$ cat src/rtl/mi3_pkg.sv
// shared types, widths and helpers for the 3x3 adjugate matrix inverse core
// no dependencies; every other file imports this package
package mi3_pkg;

  localparam int ELEM_W      = 32;
  localparam int NUM_EL      = 9;
  localparam int PROD_W      = 64;
  localparam int COF_W       = 65;
  localparam int MAG_W       = 64;
  localparam int TERM_W      = 96;
  localparam int DET_W       = 98;
  localparam int DABS_W      = 97;
  localparam int THR_W       = 17;
  localparam int Q_W         = 32;
  localparam int DIV_STEPS   = 32;
  localparam int COF_STAGES  = 2;
  localparam int DET_STAGES  = 5;
  localparam int DIV_FIRST   = COF_STAGES + DET_STAGES;
  localparam int NUM_STAGES  = DIV_FIRST + DIV_STEPS + 1;
  localparam int PADDR_W     = 3;

  // register map: word index taken from paddr bit 2
  localparam logic REG_ZERO_THR = 1'b0;
  localparam logic [THR_W-1:0] THR_RESET = 17'd1;

  // elements in port order: index c*3+r
  typedef logic [NUM_EL-1:0][ELEM_W-1:0] mat_t;

  // cofactors stored row major: index r*3+c
  typedef struct packed {
    logic [NUM_EL-1:0][COF_W-1:0] cof;
    mat_t                         mat;
  } cof_pkt_t;

  // division lanes in output port order
  typedef struct packed {
    logic [DABS_W-1:0]              dabs;
    logic [NUM_EL-1:0][DABS_W-1:0]  rem;
    logic [NUM_EL-1:0][Q_W-1:0]     quo;
    logic [NUM_EL-1:0]              neg;
    logic [NUM_EL-1:0]              ovf;
    logic                           singular;
    mat_t                           mat;
  } div_pkt_t;

  typedef struct packed {
    mat_t res;
    logic singular;
    logic saturated;
  } res_pkt_t;

  // element at row r, column c
  function automatic logic signed [ELEM_W-1:0] elem(mat_t m, int r, int c);
    return signed'(m[c*3+r]);
  endfunction

endpackage

$ cat src/rtl/mi3_round.sv
// output stage: round to nearest, saturate, or pass the matrix through
// depends on mi3_pkg
module mi3_round
  import mi3_pkg::*;
(
  input  logic     clk,
  input  logic     en,
  input  div_pkt_t pkt_in,
  output res_pkt_t pkt_out
);

  localparam logic [Q_W-1:0] SAT_POS = 32'h7FFF_FFFF;
  localparam logic [Q_W-1:0] SAT_NEG = 32'h8000_0000;

  res_pkt_t pkt_nxt;
  res_pkt_t pkt_r;

  // round half away from zero on magnitude, then clip
  always_comb begin
    logic            up;
    logic [Q_W:0]    q;
    logic [Q_W:0]    lim;
    logic            sat;
    logic            any_sat;
    any_sat = 1'b0;
    pkt_nxt = '0;
    for (int i = 0; i < NUM_EL; i++) begin
      up  = {pkt_in.rem[i], 1'b0} >= {1'b0, pkt_in.dabs};
      q   = {1'b0, pkt_in.quo[i]} + (Q_W+1)'(up);
      lim = pkt_in.neg[i] ? {1'b0, SAT_NEG} : {1'b0, SAT_POS};
      sat = pkt_in.ovf[i] || (q > lim);
      any_sat = any_sat | sat;
      if (sat) begin
        pkt_nxt.res[i] = pkt_in.neg[i] ? SAT_NEG : SAT_POS;
      end else begin
        pkt_nxt.res[i] = pkt_in.neg[i] ? Q_W'(-q) : q[Q_W-1:0];
      end
    end
    if (pkt_in.singular) begin
      pkt_nxt.res       = pkt_in.mat;
      pkt_nxt.singular  = 1'b1;
      pkt_nxt.saturated = 1'b0;
    end else begin
      pkt_nxt.singular  = 1'b0;
      pkt_nxt.saturated = any_sat;
    end
  end

  always_ff @(posedge clk) begin
    if (en) begin
      pkt_r <= pkt_nxt;
    end
  end

  assign pkt_out = pkt_r;

endmodule

$ cat config.mk
export PLATFORM = sky130hd
export DESIGN_NAME = mi3_round
export DESIGN_NICKNAME = d
export VERILOG_FILES = /design/src/rtl/mi3_pkg.sv /design/src/rtl/mi3_round.sv
export SDC_FILE = /design/constraint.sdc
export NUM_CORES = 2
export LEC_CHECK = 0
export ABC_AREA = 0
export BUFFER_PORTS_ARGS = -buffer_cell sky130_fd_sc_hd__buf_2
export CAP_MARGIN = 20
export CORE_AREA = 5 5 722 724
export DETAILED_ROUTE_END_ITERATION = 6
export DIE_AREA = 0 0 727 729
export GPL_TIMING_DRIVEN = 0
export SYNTH_ARGS = -nofsm -noshare
export SYNTH_HDL_FRONTEND = slang
export SYNTH_SLANG_ARGS = --single-unit
$ cat constraint.sdc
create_clock -name clk -period 8.6 [get_ports clk]
set_input_delay 0.43 -clock clk [delete_from_list [all_inputs] [get_ports clk]]
set_output_delay 0.43 -clock clk [all_outputs]
set_load 0.1 [all_outputs]
After elaboration in Yosys (flattened, before gate mapping)

Index checks and enable logic that the tools add are counted.

Output and inout port bits: 290
Word-level logic and storage cells: 102
Input port bits: 1567
Flip-flop bits (word level): 290

Order comparisons: 18
Bitwise gates (word level): 8
$add $sub $neg: 18
Muxes and demuxes: 38
Reduce and logical (&&, ||, !) cells: 9

Operators by type and width:

| cell                                         | count |
|---|---|
| 2-to-1 mux 32 bit                            | 36 |
| greater-or-equal comparator 98 x 97 -> 1 bit | 9 |
| adder 32 x 1 -> 33 bit                       | 9 |
| greater-than comparator 33 x 32 -> 1 bit     | 9 |
| 2-to-1 mux 288 bit                           | 1 |
| negation 32 bit                              | 9 |
| logical OR 1 bit                             | 9 |
| bitwise OR 1 bit                             | 8 |
| 2-to-1 mux 2 bit                             | 1 |

Logic depth before layout (Yosys ltp)

Word-level depth: 13
Gate-level depth with buffers: 33
Gate-level depth less buffers: 30

Worst setup path after synthesis

OpenSTA, ideal clock, no wires.

Path kind: in2reg
Start: input port pkt_in[1529] (netlist name)
End: register pkt_r (netlist bit pkt_out[133]), data pin
Slack: 1.603 ns
Required time: 8.448 ns
Path buffers: 5
Arrival time: 6.844 ns
Stages: 32
Library setup time: 0.152 ns
Cells stage by stage: inv_1 -> ha_1 -> nand4_1 -> or2_2 -> nor3_1 -> nand2_1 -> nor4b_1 -> o31a_1 -> o41ai_1 -> a221o_1 -> nand2_1 -> ha_1 -> ha_1 -> buf_2 -> nand3_1 -> or4_1 -> clkbuf_1 -> nor3_1 -> xnor2_1 -> inv_1 -> ha_1 -> nand4_1 -> nor4_1 -> nand4_1 -> o21a_1 -> o211ai_1 -> and3_1 -> clkbuf_1 -> clkbuf_1 -> clkbuf_1 -> a21oi_1 -> o21ai_0

RTL lines:

| item                 | line            | source |
|---|---|---|
| start, declared      | mi3_round.sv:8  | `input div_pkt_t pkt_in,` |
| end signal, assigned | mi3_round.sv:51 | `pkt_r <= pkt_nxt;` |
| end, declared        | mi3_round.sv:16 | `res_pkt_t pkt_r;` |

==> results.cfg <==
[setup_path]
required_ns = 8.99
cp_data_arrival_time_ns = 9.19
cpLargestDelayFamily = compound AO/OA/AOI/OAI gates
slowest_stage = inv_1
max_stage_delay_ns = 0.82
startpoint_type = input pin
cp_num_cells = 30
worstSetupEndpoint = pkt_out[3]
endpoint_kind = flip-flop
startpoint = pkt_in[1490]
setup.worst_path.class = input pin to flip-flop
timing.critical_path.buf_inv = 5
path_max_fanout = 10
critPathMostFrequentCell = nand4_1

[synth]
asyncSetResetFlopFracSynth_pct = 0
synthCells = 7217
synth_nets = 9963
synth_seq_cells = 290
avgSynthCellArea_um2 = 7.84
yosys_warnings = 0
ys.flop_type = edfxtp_1
yosysMostFrequentCell = ha_1
synth_common_cells = 1179 x ha_1, 717 x a21oi_1, 672 x nand2_1
synth_top_area_cell = ha_1
synth_edf_count = 290
yosysTopAreaCellShare_pct = 26.1
ys_types = 102
yosys-top-cells-area = ha_1 26%, edfxtp_1 15%, a21oi_1 6.3%
seq_area_frac_synth_pct = 15.4
syn_area_um2 = 56600

[detailed_routing]
via_per_inst = 4.49
num_vias = 73800
drt.antenna.violating_nets = 0
wl_um = 536000
drtIter0Drc = 8397
drt_pass1_iterations = 7
routedWlPerCell_um = 32.6
drcViolationCount = 1

[sta]
hold_viol = 0
post-route-min-period_ns = 8.80
setup_violations = 8
post-route-period-util_pct = 102
tightestPinTransition_ns = 1.38
worst_slack_ns = -0.204
fmax_ghz = 0.114
slew_violations = 0
slew_headroom_pct = 6.94

[clock_tree]
cts_tree = done
cts_max_path_buffers = 3
clockRootBuffer = clkbuf_16
cts.sinks = 290
clk_pin_slew_ns = 0.06
h-tree-depth = 2
cts_buffers = 46

[placed_design]
dp_hpwl_um = 475000
gp_congestion = 1.02
dp.cells = 15900
numPortBuffers = 1796

[global_routing]
grt_max_degree = 92
use_met3_pct = 9.36
antenna_found_initial = 327
use_met1_pct = 22.5
gr-usage-met2_pct = 27.1
track_usage_pct = 19.1
grt_pass1_wl_um = 668000
global_route.peak_usage_layer = met2
grt_pass1_vias = 67400
grt_remaining_overflow = 0

[cells_and_area]
final_cells = 16400
largest_reg_flops = 290
final_core_util_pct = 15.9
nets = 12100
syn_to_final_growth_pct = 44.8
drive_gt1_share_pct = 27.8

[power_and_ir_drop]
swShare_pct = 52.8
clkPwrFrac_pct = 22.1
comb_power_share_pct = 58.1
pwr-share-seq_pct = 19.8
power_switching_uw = 4810
internal-power_uw = 4300
leakage_uw = 0.0356
cellPowerDensity_nw_per_um2 = 111
ir_drop_uv = 133

[floorplan]
core_area_um2 = 515000
initial_core_util_pct = 11.0
io_pins = 1857
chipHeight_um = 729
die_width_um = 727
dieArea_um2 = 530000
row_count = 264

[run_status]
outcome = complete, but fails checks
violations = DRC, setup timing

[flow_run]
cap_violations = 0

[worst_hold_path]
hp-class = input pin to flip-flop
-- layout make-up --
cell class                      count  area (um^2)
Multi-Input combinational cell   6224        46600
Sequential cell                   290         8710
Tap cell                         6783         8490
Inverter                          407         1760
Timing Repair Buffer             2100        12900
Fill cell                       58900       433000
Clock inverter                     35          345
Antenna cell                      251          628
Clock buffer                       51         1170
Buffer                            284         1230
-- worst min path at each step --
stage,startpoint,end,cells after the start
3_3_place_gp,pkt_in[288],pkt_out[1],1
5_1_grt,pkt_in[113],pkt_out[115],3
2_1_floorplan,pkt_in[288],pkt_out[1],0
4_1_cts,pkt_in[164],pkt_out[166],3
6_report,pkt_in[63],pkt_out[65],3
3_5_place_dp,pkt_in[288],pkt_out[1],1
-- what timing repair did --
| item | 4_1_cts | 5_1_grt |
|---|---|---|
| buffers inserted | 107 | 51 |
| resized for setup | 266 | 132 |
| setup endpoints to repair | 289 | 253 |
| gates cloned | 0 | 0 |
| hold endpoints to repair | 32 | 0 |
| hold buffers | 32 | 0 |
| pin swaps | 27 | 37 |
-- per-stage QoR --
| step | power, uW | worst slack (ns) | hold WS, ns | area [um^2] | setup TNS, ns |
|---|---|---|---|---|---|
| floorplan | 4500 | 1.60 | 0.529 | 56600 | 0 |
| global placement | 6690 | -9.44 | 0.688 | 74000 | -1733.13 |
| detailed placement | 6860 | -3.90 | 0.707 | 76400 | -624.01 |
| CTS | 9110 | 0.00155 | 0.000250 | 80300 | 0 |
| global route | 9540 | -0.0356 | 0.0332 | 81600 | -0.0708 |
| finish | 9100 | -0.204 | 0.0782 | 81900 | -0.803 |
-- power by group through the flow --
stage | logic (uW) | clock network [uW] | registers (uW)
finish | 5290 | 2020 | 1800
global route | 5590 | 2140 | 1810
CTS | 5190 | 2120 | 1800
detailed placement | 5030 | 0 | 1820
global placement | 4850 | 0 | 1840
floorplan | 1650 | 0 | 2850
-- layout by cell type, fill, tap and decap left out, drive strengths merged, types with 184 or more instances in the layout --
cell type  count
nand3        299
a21oi        717
nor3         184
diode        251
edfxtp       290
nor2         361
clkbuf       282
buf         2120
o21ai        462
inv          356
nand4        354
ha          1179
a21o         374
nand2        673
-- cells by family (layout without fill, tap and decap cells) --
logic type                 Yosys count  count (layout)  share of synthesized area, %
AOI/OAI and AO/OA                 2170            2170                          24.3
xor gates and xnor gates           296             296                          4.58
adders and majority gates         1179            1179                          26.1
buffers and inverters              703            2877                          4.78
DFF                                290             290                          15.4
muxes                              121             121                          2.20
other                                0             251                             0
and+or+nand+nor                   2458            2458                          22.6
-- routing by layer --
layer  up-vias  share of wire (%)
li1      32200                  -
met1     35200                 38
met2      4927                 40
met3      1290                 14
met4       126                8.1
met5         -               0.16
Note: power is estimated with default switching activity, not from simulation.
